[config.mk]
export PLATFORM = sky130hd
export DESIGN_NAME = pickup_test_sequencer
export DESIGN_NICKNAME = d
export VERILOG_FILES = /design/src/pts_pkg.sv /design/src/pickup_test_sequencer.sv /design/src/pts_core.sv
export SDC_FILE = /design/constraint.sdc
export NUM_CORES = 1
export LEC_CHECK = 0
export ABC_AREA = 1
export BUFFER_PORTS_ARGS = -buffer_cell sky130_fd_sc_hd__buf_4
export CAP_MARGIN = 10
export CORE_ASPECT_RATIO = 0.8
export CORE_MARGIN = 10
export CORE_UTILIZATION = 60
export CTS_CLUSTER_SIZE = 8
export DETAILED_ROUTE_END_ITERATION = 10
export MAX_ROUTING_LAYER = met4
export PLACE_DENSITY = 0.8
export SKIP_CTS_REPAIR_TIMING = 1
export SYNTH_ARGS = -nofsm -noshare
export SYNTH_HDL_FRONTEND = slang
export SYNTH_HIERARCHICAL = 1
export SYNTH_SLANG_ARGS = --single-unit
[constraint.sdc]
create_clock -name aclk -period 2.8 [get_ports aclk]
set_input_delay 0.56 -clock aclk [delete_from_list [all_inputs] [get_ports aclk]]
set_output_delay 0.56 -clock aclk [all_outputs]
set_load 0.02 [all_outputs]
[src/pts_pkg.sv]
// Shared types, codes and constants for the pickup test sequencer.
// No dependencies; used by pts_core and pickup_test_sequencer.
package pts_pkg;

    localparam int POS_W   = 21;
    localparam int MOVE_W  = 22;
    localparam int CNT_W   = 17;
    localparam int LIMIT_W = 16;
    localparam int CFG_W   = 21;
    localparam int CFG_IDX_W = 3;

    localparam int LIFT_UM_DEFAULT = 20000;

    localparam logic [CNT_W-1:0] CNT_MAX = 17'h10000;

    // event codes
    localparam logic [2:0] OP_START_MEAS  = 3'd0;
    localparam logic [2:0] OP_MEAS_RESULT = 3'd1;
    localparam logic [2:0] OP_START_PICK  = 3'd2;
    localparam logic [2:0] OP_STEP_DONE   = 3'd3;
    localparam logic [2:0] OP_RESET       = 3'd4;

    // command codes
    localparam logic [2:0] CMD_NONE  = 3'd0;
    localparam logic [2:0] CMD_MOVE  = 3'd1;
    localparam logic [2:0] CMD_VAC   = 3'd2;
    localparam logic [2:0] CMD_MREQ  = 3'd3;
    localparam logic [2:0] CMD_MDONE = 3'd4;
    localparam logic [2:0] CMD_PDONE = 3'd5;
    localparam logic [2:0] CMD_FIN   = 3'd6;

    // test modes
    localparam logic [1:0] MODE_IDLE = 2'd0;
    localparam logic [1:0] MODE_MEAS = 2'd1;
    localparam logic [1:0] MODE_PICK = 2'd2;

    // last motion
    localparam logic [1:0] MV_NONE = 2'd0;
    localparam logic [1:0] MV_XY   = 2'd1;
    localparam logic [1:0] MV_Z    = 2'd2;

    // vacuum lines
    localparam logic VAC_TOOL = 1'b0;
    localparam logic VAC_BASE = 1'b1;

    // configuration register indexes
    localparam logic [CFG_IDX_W-1:0] CFG_MEASURE_X = 3'd0;
    localparam logic [CFG_IDX_W-1:0] CFG_MEASURE_Y = 3'd1;
    localparam logic [CFG_IDX_W-1:0] CFG_MEASURE_Z = 3'd2;
    localparam logic [CFG_IDX_W-1:0] CFG_PICK_X    = 3'd3;
    localparam logic [CFG_IDX_W-1:0] CFG_PICK_Y    = 3'd4;
    localparam logic [CFG_IDX_W-1:0] CFG_PICK_Z    = 3'd5;
    localparam logic [CFG_IDX_W-1:0] CFG_ITER_LIM  = 3'd6;
    localparam logic [CFG_IDX_W-1:0] CFG_USE_BASE  = 3'd7;

    typedef struct packed {
        logic [CNT_W-1:0] iter;
        logic [1:0]       mode;
        logic [1:0]       motion;
        logic             tool_vac;
        logic             base_vac;
        logic             pick_done;
        logic             lifted;
    } pts_state_t;

    localparam pts_state_t STATE_CLEAR = '{
        iter:      '0,
        mode:      MODE_IDLE,
        motion:    MV_NONE,
        tool_vac:  1'b0,
        base_vac:  1'b1,
        pick_done: 1'b0,
        lifted:    1'b0
    };

    typedef struct packed {
        logic signed [POS_W-1:0] measure_x;
        logic signed [POS_W-1:0] measure_y;
        logic signed [POS_W-1:0] measure_z;
        logic signed [POS_W-1:0] pick_x;
        logic signed [POS_W-1:0] pick_y;
        logic signed [POS_W-1:0] pick_z;
        logic [LIMIT_W-1:0]      iter_limit;
        logic                    use_base_vac;
    } pts_cfg_t;

    typedef struct packed {
        logic [2:0]              operation;
        logic                    measurement_failed;
        logic signed [POS_W-1:0] pos_x;
        logic signed [POS_W-1:0] pos_y;
        logic signed [POS_W-1:0] pos_z;
    } pts_item_t;

    typedef struct packed {
        logic [2:0]               command;
        logic signed [MOVE_W-1:0] move_dx;
        logic signed [MOVE_W-1:0] move_dy;
        logic signed [MOVE_W-1:0] move_dz;
        logic                     vacuum_target;
        logic                     logic_fault;
        logic [CNT_W-1:0]         iterations_done;
    } pts_result_t;

    // target minus position, exact in 22 bits
    function automatic logic signed [MOVE_W-1:0] pos_diff(
        input logic signed [POS_W-1:0] a,
        input logic signed [POS_W-1:0] b
    );
        return $signed({a[POS_W-1], a}) - $signed({b[POS_W-1], b});
    endfunction

endpackage

[src/pickup_test_sequencer.sv]
// Result path: an accepted request goes through the input register, then its result is written to the result register.
// Throughput: one request per cycle while results are taken; the sequencing state updates in a single stage.
// Stalls: a held result stalls the input once the input register also holds a request.
// Reset: synchronous active-low aresetn clears config to 0, counter to 0, flags to
// idle (baseplate vacuum on) and empties both pipeline registers.
module pickup_test_sequencer #(
    parameter int LIFT_UM = pts_pkg::LIFT_UM_DEFAULT
) (
    input  logic                            aclk,
    input  logic                            aresetn,
    input  logic                            cfg_wr_en,
    input  logic [pts_pkg::CFG_IDX_W-1:0]   cfg_index,
    input  logic [pts_pkg::CFG_W-1:0]       cfg_wdata,
    input  logic                            s_tvalid,
    output logic                            s_tready,
    // measurement_failed[0], pos_x[21:1], pos_y[42:22], pos_z[63:43]
    input  logic [63:0]                     s_tdata,
    // operation[2:0]
    input  logic [2:0]                      s_tuser,
    output logic                            m_tvalid,
    input  logic                            m_tready,
    // move_dx[21:0], move_dy[43:22], move_dz[65:44], vacuum_target[66],
    // logic_fault[67], iterations_done[84:68], zero pad[87:85]
    output logic [87:0]                     m_tdata,
    // command[2:0]
    output logic [2:0]                      m_tuser
);
    import pts_pkg::*;

    pts_cfg_t    cfg_reg;
    pts_state_t  st_reg;
    pts_state_t  st_next;
    pts_item_t   in_reg;
    logic        in_vld_reg;
    pts_result_t res_next;
    pts_result_t res_reg;
    logic        out_vld_reg;
    logic        advance;

    assign advance  = in_vld_reg && (!out_vld_reg || m_tready);
    assign s_tready = !in_vld_reg || advance;

    always_ff @(posedge aclk) begin
        if (!aresetn) begin
            cfg_reg <= '0;
        end else if (cfg_wr_en) begin
            unique case (cfg_index)
                CFG_MEASURE_X: cfg_reg.measure_x    <= cfg_wdata;
                CFG_MEASURE_Y: cfg_reg.measure_y    <= cfg_wdata;
                CFG_MEASURE_Z: cfg_reg.measure_z    <= cfg_wdata;
                CFG_PICK_X:    cfg_reg.pick_x       <= cfg_wdata;
                CFG_PICK_Y:    cfg_reg.pick_y       <= cfg_wdata;
                CFG_PICK_Z:    cfg_reg.pick_z       <= cfg_wdata;
                CFG_ITER_LIM:  cfg_reg.iter_limit   <= cfg_wdata[LIMIT_W-1:0];
                CFG_USE_BASE:  cfg_reg.use_base_vac <= cfg_wdata[0];
                default: begin
                end
            endcase
        end
    end

    // input register
    always_ff @(posedge aclk) begin
        if (!aresetn) begin
            in_vld_reg <= 1'b0;
        end else if (s_tready) begin
            in_vld_reg <= s_tvalid;
        end
    end

    always_ff @(posedge aclk) begin
        if (s_tvalid && s_tready) begin
            in_reg.operation          <= s_tuser;
            in_reg.measurement_failed <= s_tdata[0];
            in_reg.pos_x              <= s_tdata[21:1];
            in_reg.pos_y              <= s_tdata[42:22];
            in_reg.pos_z              <= s_tdata[63:43];
        end
    end

    pts_core #(
        .LIFT_UM (LIFT_UM)
    ) u_core (
        .st      (st_reg),
        .cfg     (cfg_reg),
        .item    (in_reg),
        .st_next (st_next),
        .res     (res_next)
    );

    // sequencing state and result register
    always_ff @(posedge aclk) begin
        if (!aresetn) begin
            st_reg      <= STATE_CLEAR;
            out_vld_reg <= 1'b0;
        end else if (advance) begin
            st_reg      <= st_next;
            out_vld_reg <= 1'b1;
        end else if (m_tready) begin
            out_vld_reg <= 1'b0;
        end
    end

    always_ff @(posedge aclk) begin
        if (advance)
            res_reg <= res_next;
    end

    assign m_tvalid = out_vld_reg;
    assign m_tuser  = res_reg.command;
    assign m_tdata  = {3'b000, res_reg.iterations_done, res_reg.logic_fault,
                       res_reg.vacuum_target, res_reg.move_dz, res_reg.move_dy,
                       res_reg.move_dx};

    a_ready_when_empty: assert property (@(posedge aclk) disable iff (!aresetn)
        !in_vld_reg |-> s_tready)
        else $error("input register empty but request not accepted");

    a_fault_only_on_finish: assert property (@(posedge aclk) disable iff (!aresetn)
        m_tvalid && res_reg.logic_fault |-> res_reg.command == CMD_FIN)
        else $error("logic fault flagged on a non-finish command");

    a_finish_clears_count: assert property (@(posedge aclk) disable iff (!aresetn)
        m_tvalid && res_reg.command == CMD_FIN |-> res_reg.iterations_done == '0)
        else $error("test finish left a nonzero iteration count");

    a_move_zero_otherwise: assert property (@(posedge aclk) disable iff (!aresetn)
        m_tvalid && res_reg.command != CMD_MOVE |->
            res_reg.move_dx == '0 && res_reg.move_dy == '0 && res_reg.move_dz == '0)
        else $error("move fields nonzero on a non-move command");

    a_count_saturates: assert property (@(posedge aclk) disable iff (!aresetn)
        st_reg.iter[CNT_W-1] |-> st_reg.iter[CNT_W-2:0] == '0)
        else $error("iteration counter passed its saturation value");

    a_state_follows_advance: assert property (@(posedge aclk) disable iff (!aresetn)
        !advance |=> $stable(st_reg) || !$past(aresetn))
        else $error("sequencing state changed without a processed request");

endmodule

[src/pts_core.sv]
// Event decode and sequencing logic: next state and command for one event.
// Purely combinational; depends on pts_pkg.
module pts_core #(
    parameter int LIFT_UM = pts_pkg::LIFT_UM_DEFAULT
) (
    input  pts_pkg::pts_state_t  st,
    input  pts_pkg::pts_cfg_t    cfg,
    input  pts_pkg::pts_item_t   item,
    output pts_pkg::pts_state_t  st_next,
    output pts_pkg::pts_result_t res
);
    import pts_pkg::*;

    localparam logic signed [MOVE_W-1:0] LIFT = MOVE_W'(LIFT_UM);

    logic fin;
    logic fin_fault;
    logic over_limit;

    assign over_limit = st.iter > {1'b0, cfg.iter_limit};

    always_comb begin
        st_next   = st;
        res       = '0;
        res.command = CMD_NONE;
        fin       = 1'b0;
        fin_fault = 1'b0;

        unique case (item.operation)
            OP_START_MEAS: begin
                st_next.mode   = MODE_MEAS;
                st_next.motion = MV_Z;
                res.command    = CMD_MOVE;
                res.move_dz    = pos_diff(cfg.measure_z, item.pos_z);
            end
            OP_MEAS_RESULT: begin
                if (item.measurement_failed) begin
                    fin = 1'b1;
                end else begin
                    if (st.iter != CNT_MAX)
                        st_next.iter = st.iter + 1'b1;
                    res.command = CMD_MDONE;
                end
            end
            OP_START_PICK: begin
                if (over_limit) begin
                    fin = 1'b1;
                end else begin
                    st_next.mode      = MODE_PICK;
                    st_next.tool_vac  = 1'b0;
                    st_next.base_vac  = 1'b1;
                    st_next.pick_done = 1'b0;
                    st_next.lifted    = 1'b0;
                    st_next.motion    = MV_XY;
                    res.command       = CMD_MOVE;
                    res.move_dx       = pos_diff(cfg.pick_x, item.pos_x);
                    res.move_dy       = pos_diff(cfg.pick_y, item.pos_y);
                end
            end
            OP_STEP_DONE: begin
                if (over_limit) begin
                    fin = 1'b1;
                end else if (st.mode == MODE_MEAS) begin
                    if (st.motion == MV_Z) begin
                        st_next.motion = MV_XY;
                        res.command    = CMD_MOVE;
                        res.move_dx    = pos_diff(cfg.measure_x, item.pos_x);
                        res.move_dy    = pos_diff(cfg.measure_y, item.pos_y);
                    end else if (st.motion == MV_XY) begin
                        st_next.motion = MV_NONE;
                        res.command    = CMD_MREQ;
                    end else begin
                        fin       = 1'b1;
                        fin_fault = 1'b1;
                    end
                end else if (st.mode != MODE_PICK) begin
                    fin       = 1'b1;
                    fin_fault = 1'b1;
                end else if (st.pick_done) begin
                    // release phase: restore baseplate, drop tool vacuum, report
                    if (st.lifted) begin
                        fin       = 1'b1;
                        fin_fault = 1'b1;
                    end else if (cfg.use_base_vac && !st.base_vac) begin
                        st_next.base_vac  = 1'b1;
                        res.command       = CMD_VAC;
                        res.vacuum_target = VAC_BASE;
                    end else if (st.tool_vac) begin
                        st_next.tool_vac  = 1'b0;
                        res.command       = CMD_VAC;
                        res.vacuum_target = VAC_TOOL;
                    end else begin
                        st_next.motion = MV_NONE;
                        res.command    = CMD_PDONE;
                    end
                end else if (!st.lifted &&
                             (!st.tool_vac || (cfg.use_base_vac && st.base_vac))) begin
                    // approach phase
                    if (st.motion == MV_XY) begin
                        st_next.motion = MV_Z;
                        res.command    = CMD_MOVE;
                        res.move_dz    = pos_diff(cfg.pick_z, item.pos_z);
                    end else if (st.motion == MV_Z) begin
                        st_next.motion    = MV_NONE;
                        st_next.tool_vac  = 1'b1;
                        res.command       = CMD_VAC;
                        res.vacuum_target = VAC_TOOL;
                    end else if (st.motion == MV_NONE) begin
                        st_next.base_vac  = 1'b0;
                        res.command       = CMD_VAC;
                        res.vacuum_target = VAC_BASE;
                    end else begin
                        fin       = 1'b1;
                        fin_fault = 1'b1;
                    end
                end else if (!st.lifted && st.tool_vac) begin
                    st_next.lifted = 1'b1;
                    st_next.motion = MV_Z;
                    res.command    = CMD_MOVE;
                    res.move_dz    = LIFT;
                end else if (st.lifted && st.tool_vac) begin
                    st_next.lifted    = 1'b0;
                    st_next.pick_done = 1'b1;
                    st_next.motion    = MV_Z;
                    res.command       = CMD_MOVE;
                    res.move_dz       = -LIFT;
                end
            end
            OP_RESET: begin
                st_next = STATE_CLEAR;
            end
            default: begin
            end
        endcase

        if (fin) begin
            st_next         = STATE_CLEAR;
            res             = '0;
            res.command     = CMD_FIN;
            res.logic_fault = fin_fault;
        end
        res.iterations_done = st_next.iter;
    end

endmodule
==> results.md <==
- Period utilisation layout: 94.4%
- Number of synthesized flops with an enable pin: roughly 160
- # diodes: 0
- Starting DRC count in detailed routing: around 3300
- Vias in the first global route: 22400
- # fillers: 3208
- Fin nets: ~3800
- Setup violators final: 0
- Relative slew slack: 44.1%
- H-tree levels: 2
- Global route overflow: 0
- Seq/Total Area, Yosys: a little over a third
- Final ANT Viol Nets: 0
- Final TNS setup: 0 ns
- Crit path largest cell delay: 0.33 ns
- Gr usage total: between 30% and 40%
- Post-Synthesis Mean Instance Area: ~7 um^2
- Final Hold Fails: 0
- Routability Congestion: 1.03
- Max Clk Rate: 0.378 GHz
- Synth top area cells: edfxtp_1 (20%), dfxtp_1 (15%), nand2_1 (14%), nor2_1 (10%), ha_1 (8.3%)
- # DRC: 0
- Status: complete, no violations
- Synth warn: 6
- Post-Synthesis Cells: 3349
- Leading area contributor after synthesis: edfxtp_1
- Kind of critical path: reg -> reg
- Num CTS Buffers: 46
- Min-delay worst type: in -> reg
- Critical path buffer and inverter count: 3
- Placed cell area: 25000 um^2
- Commonest register cell after synthesis: dfxtp_1
- Register bit total from synthesis: 325
- Core area: 38100 um^2
- Max reg flops: 143
- Fraction of layout cells with a size suffix above 1: 11.5%
- Die span in x: ~240 um
- Max-cap viol count: 0
- Max FO, Critical Path: 9
- Slowest CP cell: dfxtp_1
- CP arrival: 3.14 ns
- CP Capture Type: register
- Drt via density: 5.85
- Distinct cells, synth: 52
- Most frequent CP cell: nand2_1
- Area share of the largest cell type after synthesis: between 20 and 25%
- Worst Tran Pin Value: 0.838 ns
- Global-route wire length before repair: 123000 um
- RSZ-0062 raised after global routing: yes
- I/O Buffers: roughly 190
- FP Rows: 64
- Die area: 46700 um^2
- Min cycle time layout: 2.64 ns
- Detailed-route via count: 23700
- Post-Route Skew: roughly 0.026 ns
- Worst-path cell chain: inv_1 > ha_1 > nand2_1 > inv_2 > nand2_1 > nand2_1 > nand2_1 > nand2_1 > nand2_1 > nand3_4 > nand2_4 > nand2_4 > a21oi_4 > buf_4 > nand2_1 > nor2_1 > nand3b_1 > nand2_1 > nor2_1
- Initial core utilization: roughly three fifths
- Startpoint types: register
- Syn-to-layout area delta: 14.1%
- Clk slew on worst S/H paths: 0.06 ns
- Synth async-reset ratio: 0%
- Final WS setup: 0.158 ns
- FF+latch area: 8060 um^2
- Largest net degree at the start of global routing: 58
- Hpwl dp: 60400 um
- Detailed Route WL: 79400 um
- Peak VDD IR: 479 uV
- Final Cell Area: 26300 um^2
- Pins over their slew limit: 0
- CTS max path bufs: 3
- Worst skew pair latency: 0.58 ns
- DRT Pass-1 Iters: 8
- Initial antenna violation count: 0
- Synth Cell Area: around 23000 um^2
- Avg WL per Cell: 19.6 um
- Req. time, crit path: 3.30 ns
- P per Cell Area: 512 nW/um^2
- Clock Root Buffer: clkbuf_16
- CTS tree: built
- Crit path max-delay family: simple AND/OR/NAND/NOR gates
- Chip height: 195 um
- Num ports: 189
- Total Power: approximately 0.013 W
- Leakage power: 12.5 nW
- Pre-CTS setup slack: 0.188 ns
- Sink Count: 325
- Multi-input logic area: around 13000 um^2
==> cell families after synthesis <==
logic type / after synthesis / synth area share, %
xor+xnor: 47 / 1.79
buf+inv: 501 / 9.35
flops: 325 / 35.0
other cells: 1 / 0.0163
simple gates: 1979 / 36.7
compound gates: 337 / 8.38
fa+ha+maj: 159 / 8.83
==> synth_stat cells (40+ instances only) <==
cell,instances
nand2_1,853
nor2_1,617
inv_1,366
nand3_1,320
a21oi_1,175
dfxtp_1,170
edfxtp_1,155
ha_1,153
o21ai_0,80
nand4_1,56
buf_2,49
nand3b_1,40
==> layout by cell type (no fill, tap or decap), types with 4 or more instances in the layout <==
master / count
nand2_1: 853
nor2_1: 615
inv_1: 365
nand3_1: 320
buf_4: 231
a21oi_1: 175
dfxtp_1: 170
edfxtp_1: 155
ha_1: 153
o21ai_0: 80
nand4_1: 56
clkbuf_16: 47
nand3b_1: 40
xor2_1: 39
clkbuf_1: 31
a21oi_2: 30
nor3_1: 26
o21bai_1: 21
inv_2: 18
nor2_2: 17
or2_2: 15
buf_12: 12
nand2_2: 11
xnor2_1: 8
o21a_1: 6
and2_1: 6
fa_1: 6
nor2_4: 5
o21ai_1: 5
o211ai_1: 4
a31oi_1: 4
a21o_1: 4
==> layer usage <==
layer | routed length [um] | vias to the layer above | GRT usage (%)
li1 | - | 11200 | -
met1 | 32400 | 10900 | 44.2
met2 | 35200 | 1385 | 51.5
met3 | 8820 | 231 | 6.73
met4 | 3050 | 0 | 12.7
met5 | 0 | - | -
==> per-stage QoR <==
stage,utilization (%),cells,hold slack (ns)
floorplan,-,3351,0.455
global placement,65.5,3973,0.465
detailed placement,65.5,3973,0.474
CTS,69.0,4054,0.145
global route,69.0,4055,0.153
finish,69.0,4055,0.162
==> area by class of cell <==
class                           instances  area share, %
Timing Repair Buffer                  243           7.51
Multi-Input combinational cell       2525           48.9
Clock inverter                          3          0.143
Clock buffer                           78           4.91
Tap cell                              495           2.35
Sequential cell                       325           30.6
Inverter                              386           5.54
==> path summary, 6_finish.rpt <==
path                                 start                        to  slack [ns]  cells after the start
setup / recovery   cfg_reg[5]$_SDFFE_PN0P_    st_reg[3]$_SDFFE_PN0P_        0.16                     19
hold / removal                 s_tdata[36]      in_reg[35]$_DFFE_PP_        0.16                      1
setup reg to reg   cfg_reg[5]$_SDFFE_PN0P_    st_reg[3]$_SDFFE_PN0P_        0.16                     19
hold reg to reg   cfg_reg[16]$_SDFFE_PN0P_  cfg_reg[16]$_SDFFE_PN0P_        0.49                      2
==> where the power goes <==
part / internal [W] / switching [W]
Sequential: 0.00522 / 0.000131
Clock: 0.00311 / 0.00215
Combinational: 0.000930 / 0.00192
No activity file was read; power rests on OpenSTA's default activity.
